`config.mk`:
```
export PLATFORM = sky130hd
export DESIGN_NAME = nec_pulse_decoder_top
export DESIGN_NICKNAME = d
export VERILOG_FILES = /design/src/hdl/nec_pd_pkg.sv /design/src/hdl/nec_pulse_decoder_top.sv /design/src/hdl/nec_pd_core.sv
export VERILOG_INCLUDE_DIRS = /design/src /design/src/hdl
export SDC_FILE = /design/constraint.sdc
export NUM_CORES = 1
export LEC_CHECK = 0
export BUFFER_PORTS_ARGS = -buffer_cell sky130_fd_sc_hd__buf_2
export CORE_MARGIN = 8
export CORE_UTILIZATION = 40
export DETAILED_ROUTE_END_ITERATION = 7
export GPL_ROUTABILITY_DRIVEN = 0
export GPL_TIMING_DRIVEN = 0
export HOLD_SLACK_MARGIN = 0.12
export REMOVE_ABC_BUFFERS = 1
export SLEW_MARGIN = 20
export SYNTH_ARGS = -nofsm -noshare
export SYNTH_HDL_FRONTEND = slang
export SYNTH_SLANG_ARGS = --single-unit
```
`constraint.sdc`:
```
create_clock -name clk -period 4 [get_ports clk]
set_input_delay 0.6 -clock clk [delete_from_list [all_inputs] [get_ports clk]]
set_output_delay 0.6 -clock clk [all_outputs]
set_load 0.05 [all_outputs]
```
`src/hdl/assert_macros.svh`:
```
// Assertion macros shared by the NEC pulse decoder RTL.
// Uses the clk and rst names of the module that includes this file.
`ifndef ASSERT_MACROS_SVH
`define ASSERT_MACROS_SVH

// Same-cycle implication, disabled during reset.
`define NEC_ASSERT_IMP(lbl, ante, cons, msg) \
  lbl: assert property (@(posedge clk) disable iff (rst) (ante) |-> (cons)) \
    else $error(msg);

// Next-cycle implication, disabled during reset.
`define NEC_ASSERT_NXT(lbl, ante, cons, msg) \
  lbl: assert property (@(posedge clk) disable iff (rst) (ante) |=> (cons)) \
    else $error(msg);

`endif

```
`src/hdl/nec_pd_pkg.sv`:
```
// Types and constants for the NEC pulse decoder.
// No dependencies; imported by nec_pd_core and nec_pulse_decoder_top.
package nec_pd_pkg;

  typedef enum logic [1:0] {
    PH_SEARCH = 2'd0,
    PH_DATA   = 2'd1,
    PH_REPEAT = 2'd2
  } phase_t;

  typedef enum logic [3:0] {
    ST_OK       = 4'd0,
    ST_SHORT    = 4'd1,
    ST_NOHDR    = 4'd2,
    ST_REPEAT   = 4'd3,
    ST_TRUNC    = 4'd4,
    ST_MARK     = 4'd5,
    ST_SPACELVL = 4'd6,
    ST_SPACELEN = 4'd7,
    ST_ADDRCHK  = 4'd8,
    ST_CMDCHK   = 4'd9
  } status_t;

  localparam logic [2:0] PULSES_MIN  = 3'd4;
  localparam logic [6:0] DATA_PULSES = 7'd64;

  // Duration windows in microseconds, inclusive.
  localparam logic [15:0] HDR_MARK_LO  = 16'd7800;
  localparam logic [15:0] HDR_MARK_HI  = 16'd10200;
  localparam logic [15:0] HDR_DATA_LO  = 16'd3800;
  localparam logic [15:0] HDR_DATA_HI  = 16'd5200;
  localparam logic [15:0] HDR_REP_LO   = 16'd1750;
  localparam logic [15:0] HDR_REP_HI   = 16'd2750;
  localparam logic [15:0] BIT_MARK_LO  = 16'd300;
  localparam logic [15:0] BIT_MARK_HI  = 16'd820;
  localparam logic [15:0] BIT_ZERO_LO  = 16'd200;
  localparam logic [15:0] BIT_ZERO_HI  = 16'd920;
  localparam logic [15:0] BIT_ONE_LO   = 16'd1330;
  localparam logic [15:0] BIT_ONE_HI   = 16'd2050;

  typedef struct packed {
    logic        level;
    logic [15:0] length;
    logic        fin;
  } pulse_t;

  typedef struct packed {
    status_t    status;
    logic [7:0] addr;
    logic [7:0] cmd;
  } result_t;

endpackage

```
`src/hdl/nec_pulse_decoder_top.sv`:
```
// Top level of the NEC pulse decoder: input register, decode core, result register.
// Depends on nec_pd_pkg, nec_pd_core and assert_macros.svh.
//
//   channel | handshake            | payload
//   --------+----------------------+-------------------------------------------
//   input   | in_valid / in_ready  | pulse_level, pulse_length, final_pulse
//   output  | out_valid / out_ready| status, device_address, command_code
//
// One pulse per cycle sustained unless a final pulse waits on a full result register;
// a final pulse's result is registered into the result register as it leaves the input
// register. Each held pulse is decoded and the frame state updated in the same cycle.
// Reset clears the frame state and both valid flags.
// A final pulse waits in the input register only while the result register is
// full and not taken; other pulses never wait on the output side.
`include "assert_macros.svh"

module nec_pulse_decoder_top (
  input  logic        clk,
  input  logic        rst,
  input  logic        in_valid,
  output logic        in_ready,
  input  logic        pulse_level,
  input  logic [15:0] pulse_length,
  input  logic        final_pulse,
  output logic        out_valid,
  input  logic        out_ready,
  output logic [3:0]  status,
  output logic [7:0]  device_address,
  output logic [7:0]  command_code
);
  import nec_pd_pkg::*;

  logic    in_full;
  pulse_t  in_reg;
  logic    advance;
  result_t core_res;
  result_t out_reg;

  // a non-final pulse never needs the result slot
  assign advance  = in_full && (!in_reg.fin || !out_valid || out_ready);
  assign in_ready = !in_full || advance;

  always_ff @(posedge clk) begin
    if (rst) begin
      in_full <= 1'b0;
    end else if (in_valid && in_ready) begin
      in_full <= 1'b1;
    end else if (advance) begin
      in_full <= 1'b0;
    end
  end

  always_ff @(posedge clk) begin
    if (in_valid && in_ready) begin
      in_reg.level  <= pulse_level;
      in_reg.length <= pulse_length;
      in_reg.fin    <= final_pulse;
    end
  end

  nec_pd_core u_core (
    .clk    (clk),
    .rst    (rst),
    .fire   (advance),
    .pulse  (in_reg),
    .result (core_res)
  );

  always_ff @(posedge clk) begin
    if (rst) begin
      out_valid <= 1'b0;
    end else if (advance && in_reg.fin) begin
      out_valid <= 1'b1;
    end else if (out_ready) begin
      out_valid <= 1'b0;
    end
  end

  always_ff @(posedge clk) begin
    if (advance && in_reg.fin) begin
      out_reg <= core_res;
    end
  end

  assign status         = 4'(out_reg.status);
  assign device_address = out_reg.addr;
  assign command_code   = out_reg.cmd;

  `NEC_ASSERT_IMP(a_stall_cause, !in_ready,
    in_full && in_reg.fin && out_valid && !out_ready,
    "input stalled without a waiting final result")
  `NEC_ASSERT_IMP(a_err_zero, out_valid && out_reg.status != ST_OK,
    out_reg.addr == 8'd0 && out_reg.cmd == 8'd0,
    "failed frame carries nonzero address or command")

endmodule

```
`src/hdl/nec_pd_core.sv`:
```
// Frame state and per-pulse decode for the NEC pulse decoder.
// Depends on nec_pd_pkg and assert_macros.svh.
`include "assert_macros.svh"

module nec_pd_core (
  input  logic              clk,
  input  logic              rst,
  input  logic              fire,
  input  nec_pd_pkg::pulse_t  pulse,
  output nec_pd_pkg::result_t result
);
  import nec_pd_pkg::*;

  phase_t      phase, phase_next;
  logic        prior_level;
  logic [15:0] prior_length;
  logic        have_prior;
  logic [2:0]  pulses_seen, pulses_seen_next;
  logic        mark_polarity, mark_polarity_next;
  logic        space_polarity, space_polarity_next;
  logic [6:0]  pulses_after_header, pulses_after_header_next;
  logic [31:0] frame_bits, frame_bits_next;
  status_t     first_error, first_error_next;

  logic        hdr_mark_ok;
  logic        is_space;
  logic [4:0]  bit_idx;
  status_t     status_c;

  always_comb begin
    phase_next               = phase;
    mark_polarity_next       = mark_polarity;
    space_polarity_next      = space_polarity;
    pulses_after_header_next = pulses_after_header;
    frame_bits_next          = frame_bits;
    first_error_next         = first_error;
    pulses_seen_next = (pulses_seen < PULSES_MIN) ? pulses_seen + 3'd1 : pulses_seen;

    hdr_mark_ok = have_prior && (prior_level != pulse.level) &&
                  (prior_length inside {[HDR_MARK_LO:HDR_MARK_HI]});
    is_space    = pulses_after_header[0];
    bit_idx     = pulses_after_header[5:1];

    case (phase)
      PH_SEARCH: begin
        if (hdr_mark_ok) begin
          if (pulse.length inside {[HDR_DATA_LO:HDR_DATA_HI]}) begin
            phase_next               = PH_DATA;
            mark_polarity_next       = prior_level;
            space_polarity_next      = pulse.level;
            pulses_after_header_next = '0;
            frame_bits_next          = '0;
            first_error_next         = ST_OK;
          end else if (pulse.length inside {[HDR_REP_LO:HDR_REP_HI]}) begin
            phase_next          = PH_REPEAT;
            mark_polarity_next  = prior_level;
            space_polarity_next = pulse.level;
          end
        end
      end
      PH_DATA: begin
        if (pulses_after_header < DATA_PULSES) begin
          // keep only the earliest bit error
          if (first_error == ST_OK) begin
            if (!is_space) begin
              if (pulse.level != mark_polarity ||
                  !(pulse.length inside {[BIT_MARK_LO:BIT_MARK_HI]}))
                first_error_next = ST_MARK;
            end else if (pulse.level != space_polarity) begin
              first_error_next = ST_SPACELVL;
            end else if (pulse.length inside {[BIT_ZERO_LO:BIT_ZERO_HI]}) begin
              frame_bits_next = frame_bits;
            end else if (pulse.length inside {[BIT_ONE_LO:BIT_ONE_HI]}) begin
              frame_bits_next[bit_idx] = 1'b1;
            end else begin
              first_error_next = ST_SPACELEN;
            end
          end
          pulses_after_header_next = pulses_after_header + 7'd1;
        end
      end
      default: begin
      end
    endcase

    // status reflects the state after this pulse
    if (pulses_seen_next < PULSES_MIN)
      status_c = ST_SHORT;
    else if (phase_next == PH_SEARCH)
      status_c = ST_NOHDR;
    else if (phase_next == PH_REPEAT)
      status_c = ST_REPEAT;
    else if (pulses_after_header_next < DATA_PULSES)
      status_c = ST_TRUNC;
    else if (first_error_next != ST_OK)
      status_c = first_error_next;
    else if (frame_bits_next[7:0] != ~frame_bits_next[15:8])
      status_c = ST_ADDRCHK;
    else if (frame_bits_next[23:16] != ~frame_bits_next[31:24])
      status_c = ST_CMDCHK;
    else
      status_c = ST_OK;

    result.status = status_c;
    result.addr   = (status_c == ST_OK) ? frame_bits_next[7:0]   : 8'd0;
    result.cmd    = (status_c == ST_OK) ? frame_bits_next[23:16] : 8'd0;
  end

  always_ff @(posedge clk) begin
    if (rst || (fire && pulse.fin)) begin
      // a final pulse closes the capture
      phase               <= PH_SEARCH;
      prior_level         <= 1'b0;
      prior_length        <= '0;
      have_prior          <= 1'b0;
      pulses_seen         <= '0;
      mark_polarity       <= 1'b0;
      space_polarity      <= 1'b0;
      pulses_after_header <= '0;
      frame_bits          <= '0;
      first_error         <= ST_OK;
    end else if (fire) begin
      phase               <= phase_next;
      prior_level         <= pulse.level;
      prior_length        <= pulse.length;
      have_prior          <= 1'b1;
      pulses_seen         <= pulses_seen_next;
      mark_polarity       <= mark_polarity_next;
      space_polarity      <= space_polarity_next;
      pulses_after_header <= pulses_after_header_next;
      frame_bits          <= frame_bits_next;
      first_error         <= first_error_next;
    end
  end

  `NEC_ASSERT_NXT(a_fin_clears, fire && pulse.fin,
    phase == PH_SEARCH && pulses_seen == 3'd0 && !have_prior,
    "final pulse did not clear capture state")
  `NEC_ASSERT_IMP(a_idle_data, phase != PH_DATA,
    pulses_after_header == 7'd0 && frame_bits == 32'd0 && first_error == ST_OK,
    "data state moved outside the data phase")
  `NEC_ASSERT_IMP(a_sat, 1'b1,
    pulses_seen <= PULSES_MIN && pulses_after_header <= DATA_PULSES,
    "pulse counter passed its saturation point")

endmodule

```
==> flow_summary.ini, run 1 <==
[cells_and_area]
nNetsFinal = 708
largest_register_ffs = 32
nFillCells = 1345
drive_above_1_share_pct = 17.56
area_delta_synth_final_pct = 14.36
insertedDiodeCount = 0

[drt]
drc_errors = 0
via_per_inst = 6.048
drt_iter0_drc = 564
dr.pass1.iters = 5
vias = 5256
detail_route.wl_per_cell_um = 18.43
ant_nets = 0
routed_wl_um = 16020

[sta]
setup_tns_ps = 0
timing.final.crit_share_pct = 95.58
tightestPinTransition_ps = 983.5
max_freq_mhz = 261.6
rsz0062_at_grt = no
drv_slew = 0
max_slew_margin_pct = 33.93
hold_viol = 0
fin_crit_ps = 3823
layout_setup_ws_ps = 177.0
fin_worst_skew_ps = 7.278
setup_viol = 0

[global_route]
grt_first_pass_wirelength_um = 25520
grt_use_total_pct = 17.49
grt_max_degree = 54
gr-total-overflow = 0
grt_pass1_vias = 4907
antenna_found_initial = 0

[floorplanning]
die_height_um = 135.6
initial_utilization_pct = 41.08
fp-row-count = 43
coreArea_sq_um = 13930
num_io_pins = 44
die_x_um = 135.6
design.die.area_sq_um = 18390

[worst_setup_path]
crit_chain = nor3_1, a211oi_1, o211a_1, o211ai_1, a2bb2oi_1, xor2_1, o2111ai_1, nor4_4, buf_4, buf_4, o21a_1, o221ai_1
cpMostUsedCell = buf_4
worstPathRequired_ps = 4100
path_class = reg -> reg
path_delay_family = compound AO/OA/AOI/OAI gates
critical_path_peak_fanout = 13
crit_buf_inv = 2
cp_slowest_cell = edfxtp_1
worstPathArrival_ps = 3920
critPathCaptureType = flip-flop
cpPeakStageDelay_ps = 590
cp-start-kind = flip-flop

[clock_network]
cts.path.max_buffers = 2
cts_root_buf = clkbuf_16
tritoncts = done
clkTransAtPathRegs_ps = 80
cts_buffers = 9
ctsHoldBuffers = 0
cts.htree.levels = 3
clk_latency_ps = 370
clock_sinks = 108

[power_and_ir_drop]
pwr-share-seq_pct = 53.2
p_int_mw = 1.695
switching_power_uw = 540.6
powerDensity_nw_per_um2 = 341.5
ir_drop_uv = 280.9
p_sw_share_pct = 24.18
p_total_mw = 2.236
p_leak_nw = 2.224
power_frac_comb_pct = 5.1
p_clk_share_pct = 41.8

[synthesis]
synth_edf_count = 38
synth_area_per_cell_sq_um = 8.766
synthCells = 653
ys_seq_area_share_pct = 44.42
ys_ff_latch = 108
synthFlopType = dfxtp_1
synth-async-reset-ratio_pct = 0
yosysUniqueCellTypes = 83
yosysWarnings = 0
netlist_area_sq_um = 5724

[place]
place_ws_ps = -544.1
io_buffers = 43
hpwl_um = 11090

[run_status]
status = finished clean

[min_path]
min_path_type = in -> reg

[run]
maxCapViolCount = 0
-- worst paths after layout --
kind,slack [ps],start,end,cells after the start
worst max-delay path,180,in_reg[7],status[0],12
worst min-delay path,400,pulse_length[1],in_reg[2],1
worst max register to register,180,in_reg[7],status[0],12
worst min register to register,450,u_core.frame_bits[29],u_core.frame_bits[29],2
-- final cells by class --
| type | instances | area (sq um) | share of cell area (%) |
|---|---|---|---|
| clock buffers | 9 | 225.2 | 3.440 |
| inverters | 8 | 30.03 | 0.4587 |
| repair buffers | 62 | 414.1 | 6.326 |
| well taps | 180 | 225.2 | 3.440 |
| multi-input cells | 495 | 3028 | 46.25 |
| flip-flops and latches | 108 | 2542 | 38.84 |
| clock inverters | 7 | 81.33 | 1.242 |
-- placed cells by master, fill, tap and decap left out, types with 8 or more instances in the layout --
cell type and instances:
nand2_1 84, nor2_1 84, dfxtp_1 70, a21oi_1 54, buf_2 43, edfxtp_1 38
o21ai_0 27, a22oi_1 25, nand3_1 15, buf_4 15, nor3_1 13, nand4_1 13
nor2b_1 11, a32oi_1 9, clkbuf_16 9, inv_1 8, and3_1 8
-- cell families (layout without fill, tap and decap cells) --
logic type                 count (synthesis)  count (layout)  synth area share [%]
AOI/OAI and AO/OA                        184             184                 21.88
adders and majority gates                  2               2                0.4371
and+or+nand+nor                          293             293                 26.75
buffers and inverters                     50              86                 3.956
muxes                                      4               4                0.7213
DFF                                      108             108                 44.42
xor gates and xnor gates                  12              12                 1.836
-- cell usage after synthesis, drive strengths merged, types with 3 or more instances --
cell	instances	share of area (%)
buf	16	1.7
and2	7	0.81
xor2	7	1.1
clkbuf	26	1.7
a31oi	8	0.87
o211ai	4	0.61
a31o	3	0.46
a2111oi	4	0.72
nor3	16	1.6
a32oi	9	1.4
nor2b	12	1.3
nand3	16	1.6
a211o	3	0.46
nor2	95	7.5
dfxtp	70	24
and3	9	0.98
mux2i	3	0.52
nand2b	4	0.44
nand2	85	5.6
a22oi	25	3.3
or4	5	0.79
or3	4	0.52
o211a	3	0.52
and4	6	0.92
o21ai	30	2.7
xnor2	5	0.76
o21a	6	0.79
edfxtp	38	20
o22ai	3	0.33
inv	8	0.52
a21oi	56	5.2
a211oi	8	1.1
o2111ai	3	0.46
nor4	9	1.5
nand4	14	1.6
-- through the flow --
stage                     util, %  hold slack (ps)  instance area [sq um]  instances
after global placement      42.83            428.9                   5968        834
after global routing        46.98            389.4                   6546        869
after CTS                   46.24            388.0                   6444        863
after detailed placement    43.32            433.0                   6037        839
after floorplan                 -            416.3                   5528        611
final                       46.98            401.3                   6546        869
-- metal layers --
layer | global-route usage, % | wire length (um) | vias to the layer above
met3 | 4.266 | 1161 | 48
met5 | 0 | 0 | -
li1 | - | - | 2474
met1 | 20.96 | 6712 | 2482
met2 | 28.25 | 7586 | 252
met4 | 9.624 | 559 | 0
-- repair_timing --
| item | CTS | global route |
|---|---|---|
| gates resized for setup | 4 | 8 |
| buffers inserted | 8 | 5 |
| endpoints found under the setup margin | 18 | 17 |
| pin swaps | 3 | 3 |
-- power groups by stage --
stage	logic, mW	registers, mW	clock network [mW]
floorplan	0.0623	1.21	0
global route	0.126	1.19	0.994
detailed placement	0.109	1.21	0
global placement	0.102	1.21	0
finish	0.114	1.19	0.934
CTS	0.110	1.19	0.958
(Power assumes the default switching activity.)
==> run 2: changes to the inputs <==
--- a/config.mk
+++ b/config.mk
@@ -7,12 +7,16 @@
 export NUM_CORES = 1
 export LEC_CHECK = 0
 export BUFFER_PORTS_ARGS = -buffer_cell sky130_fd_sc_hd__buf_2
+export CELL_PAD_IN_SITES_DETAIL_PLACEMENT = 1
+export CELL_PAD_IN_SITES_GLOBAL_PLACEMENT = 1
+export CORE_ASPECT_RATIO = 1.4
 export CORE_MARGIN = 8
 export CORE_UTILIZATION = 40
 export DETAILED_ROUTE_END_ITERATION = 7
 export GPL_ROUTABILITY_DRIVEN = 0
 export GPL_TIMING_DRIVEN = 0
 export HOLD_SLACK_MARGIN = 0.12
+export PLACE_DENSITY_LB_ADDON = 0.1
 export REMOVE_ABC_BUFFERS = 1
 export SLEW_MARGIN = 20
 export SYNTH_ARGS = -nofsm -noshare
==> run 2 against run 1 <==
Hold slack better by 10 ps. Non-clock buffer count down 3. Clock skew about the same. Sequential power about the same. Critical path type unchanged. Critical endpoint is now command_code[4]. Largest cell class unchanged.
==> flow_summary.ini, run 2 (synthesis results as in run 1) <==
[global_route]
antenna_found_initial = 0
grt_max_degree = 54
grt_first_pass_wirelength_um = 28630
gr-total-overflow = 0
grt_use_total_pct = 20.03
grt_pass1_vias = 5364

[worst_setup_path]
cp-start-kind = flip-flop
critPathCaptureType = flip-flop
critical_path_peak_fanout = 16
crit_start = in_reg[13]
reg2reg_from = in_reg[13]
worstPathRequired_ps = 4210
r2r_slack_ps = 210
worstPathArrival_ps = 4000
worstReg2RegEnd = command_code[4]
crit_end = command_code[4]
path_class = reg -> reg
r2r_cells = 11

[drt]
vias = 5185
detail_route.wl_per_cell_um = 20.52
drc_errors = 0
drt_iter0_drc = 227
routed_wl_um = 17880
ant_nets = 0
dr.pass1.iters = 5
via_per_inst = 5.953

[sta]
fin_worst_skew_ps = 6.855
drv_slew = 0
hold_viol = 0
max_freq_mhz = 263.7
setup_viol = 0
max_slew_margin_pct = 25.55
tightestPinTransition_ps = 1108
fin_crit_ps = 3792
timing.final.crit_share_pct = 94.79

[place]
io_buffers = 43
hpwl_um = 12940
place_area_sq_um = 6053

[floorplanning]
initial_utilization_pct = 40.96
die_height_um = 157.5
die_x_um = 117.1
coreArea_sq_um = 13970
design.die.area_sq_um = 18450
fp-row-count = 51
num_io_pins = 44

[power_and_ir_drop]
powerDensity_nw_per_um2 = 350.6
p_clk_share_pct = 43.1
ir_drop_uv = 185.4
p_leak_nw = 2.217
pwr-share-seq_pct = 51.8
switching_power_uw = 539.4
p_sw_share_pct = 23.54
power_frac_comb_pct = 5.1
p_int_mw = 1.752
p_total_mw = 2.291

[run]
maxCapViolCount = 0

[clock_network]
clkTransAtPathRegs_ps = 70
cts.path.max_buffers = 2
cts.htree.levels = 3
clk_latency_ps = 360
tritoncts = done
cts_buffers = 9
clock_sinks = 108
cts_root_buf = clkbuf_16

[cells_and_area]
fin_util_pct = 46.76
area_delta_synth_final_pct = 14.16
stdcell_area_sq_um = 6535
drive_above_1_share_pct = 17.49
most-common-layout-cells = nand2_1 (84), nor2_1 (84), dfxtp_1 (70)
insertedDiodeCount = 0
largest_register_ffs = 32
nNetsFinal = 705

[run_status]
status = finished clean

[min_path]
min_path_type = in -> reg
[run 2: cell count changes in the layout (fill, tap and decap cells not counted), moves of 2 or more]
cell    delta
nor3_2     +2
nor3_1     -2
inv_6      -2
buf_4      -2
[run 2: worst min path at each step]
stage                                start                     end  slack (ps)  depth (start not counted)
global route              pulse_length[13]              in_reg[14]         400                          1
CTS                       pulse_length[13]              in_reg[14]         400                          1
floorplan            u_core.frame_bits[29]   u_core.frame_bits[29]         420                          2
detailed placement  u_core.prior_length[1]  u_core.prior_length[1]         450                          2
finish                    pulse_length[12]              in_reg[13]         410                          1
global placement     u_core.frame_bits[21]   u_core.frame_bits[21]         440                          2
[run 2: critical path, cell delays in order, from the launching register on]
cell,delay (ps)
edfxtp_1,480
nor4_4,480
nand4_2,340
a21oi_1,620
and2_4,310
a21oi_1,80
or4_4,450
nor4_4,270
buf_4,200
nand3_4,80
buf_12,170
a21oi_1,140
[run 2: timing repair]
item / CTS / global route
hold buffers: 0 / 0
gates cloned: 0 / 0
gates resized for setup: 4 / 10
setup endpoints to repair: 18 / 18
setup buffers: 2 / 8
endpoints found under the hold margin: 0 / 0
pin swaps: 2 / 5
[run 2: power groups by stage]
stage                     Clock [mW]  Combinational [mW]  Sequential (mW)
after floorplan                    0              0.0623             1.21
after global placement             0               0.106             1.21
after detailed placement           0               0.114             1.21
after CTS                       1.01               0.115             1.19
after global routing            1.04               0.129             1.19
final                          0.987               0.117             1.19
[run 2: layout make-up]
class / count / area (sq um)
Fill cell: 1678 / 7440
Timing Repair Buffer: 59 / 371.6
Inverter: 8 / 30.03
Multi-Input combinational cell: 495 / 3035
Sequential cell: 108 / 2542
Clock inverter: 7 / 98.84
Clock buffer: 9 / 225.2
Tap cell: 185 / 231.5
[run 2: per-stage QoR]
step | hold WS [ps] | TNS [ps] | instances | setup slack, ps
final | 411.4 | 0 | 871 | 208.5
after global routing | 399.7 | -21.40 | 871 | -21.40
after CTS | 402.8 | 0 | 863 | 0.1097
after detailed placement | 453.0 | -9144 | 845 | -612.4
after global placement | 439.0 | -23620 | 839 | -1333
after floorplan | 416.3 | 0 | 611 | 326.8
[run 2: per-layer routing]
| layer | vias to the layer above | GRT usage, % | wire length [um] |
|---|---|---|---|
| met2 | 115 | 36.76 | 9456 |
| met3 | 33 | 3.298 | 625 |
| met5 | - | 0 | 0 |
| met4 | 0 | 9.486 | 605 |
| li1 | 2473 | - | - |
| met1 | 2564 | 21.57 | 7190 |
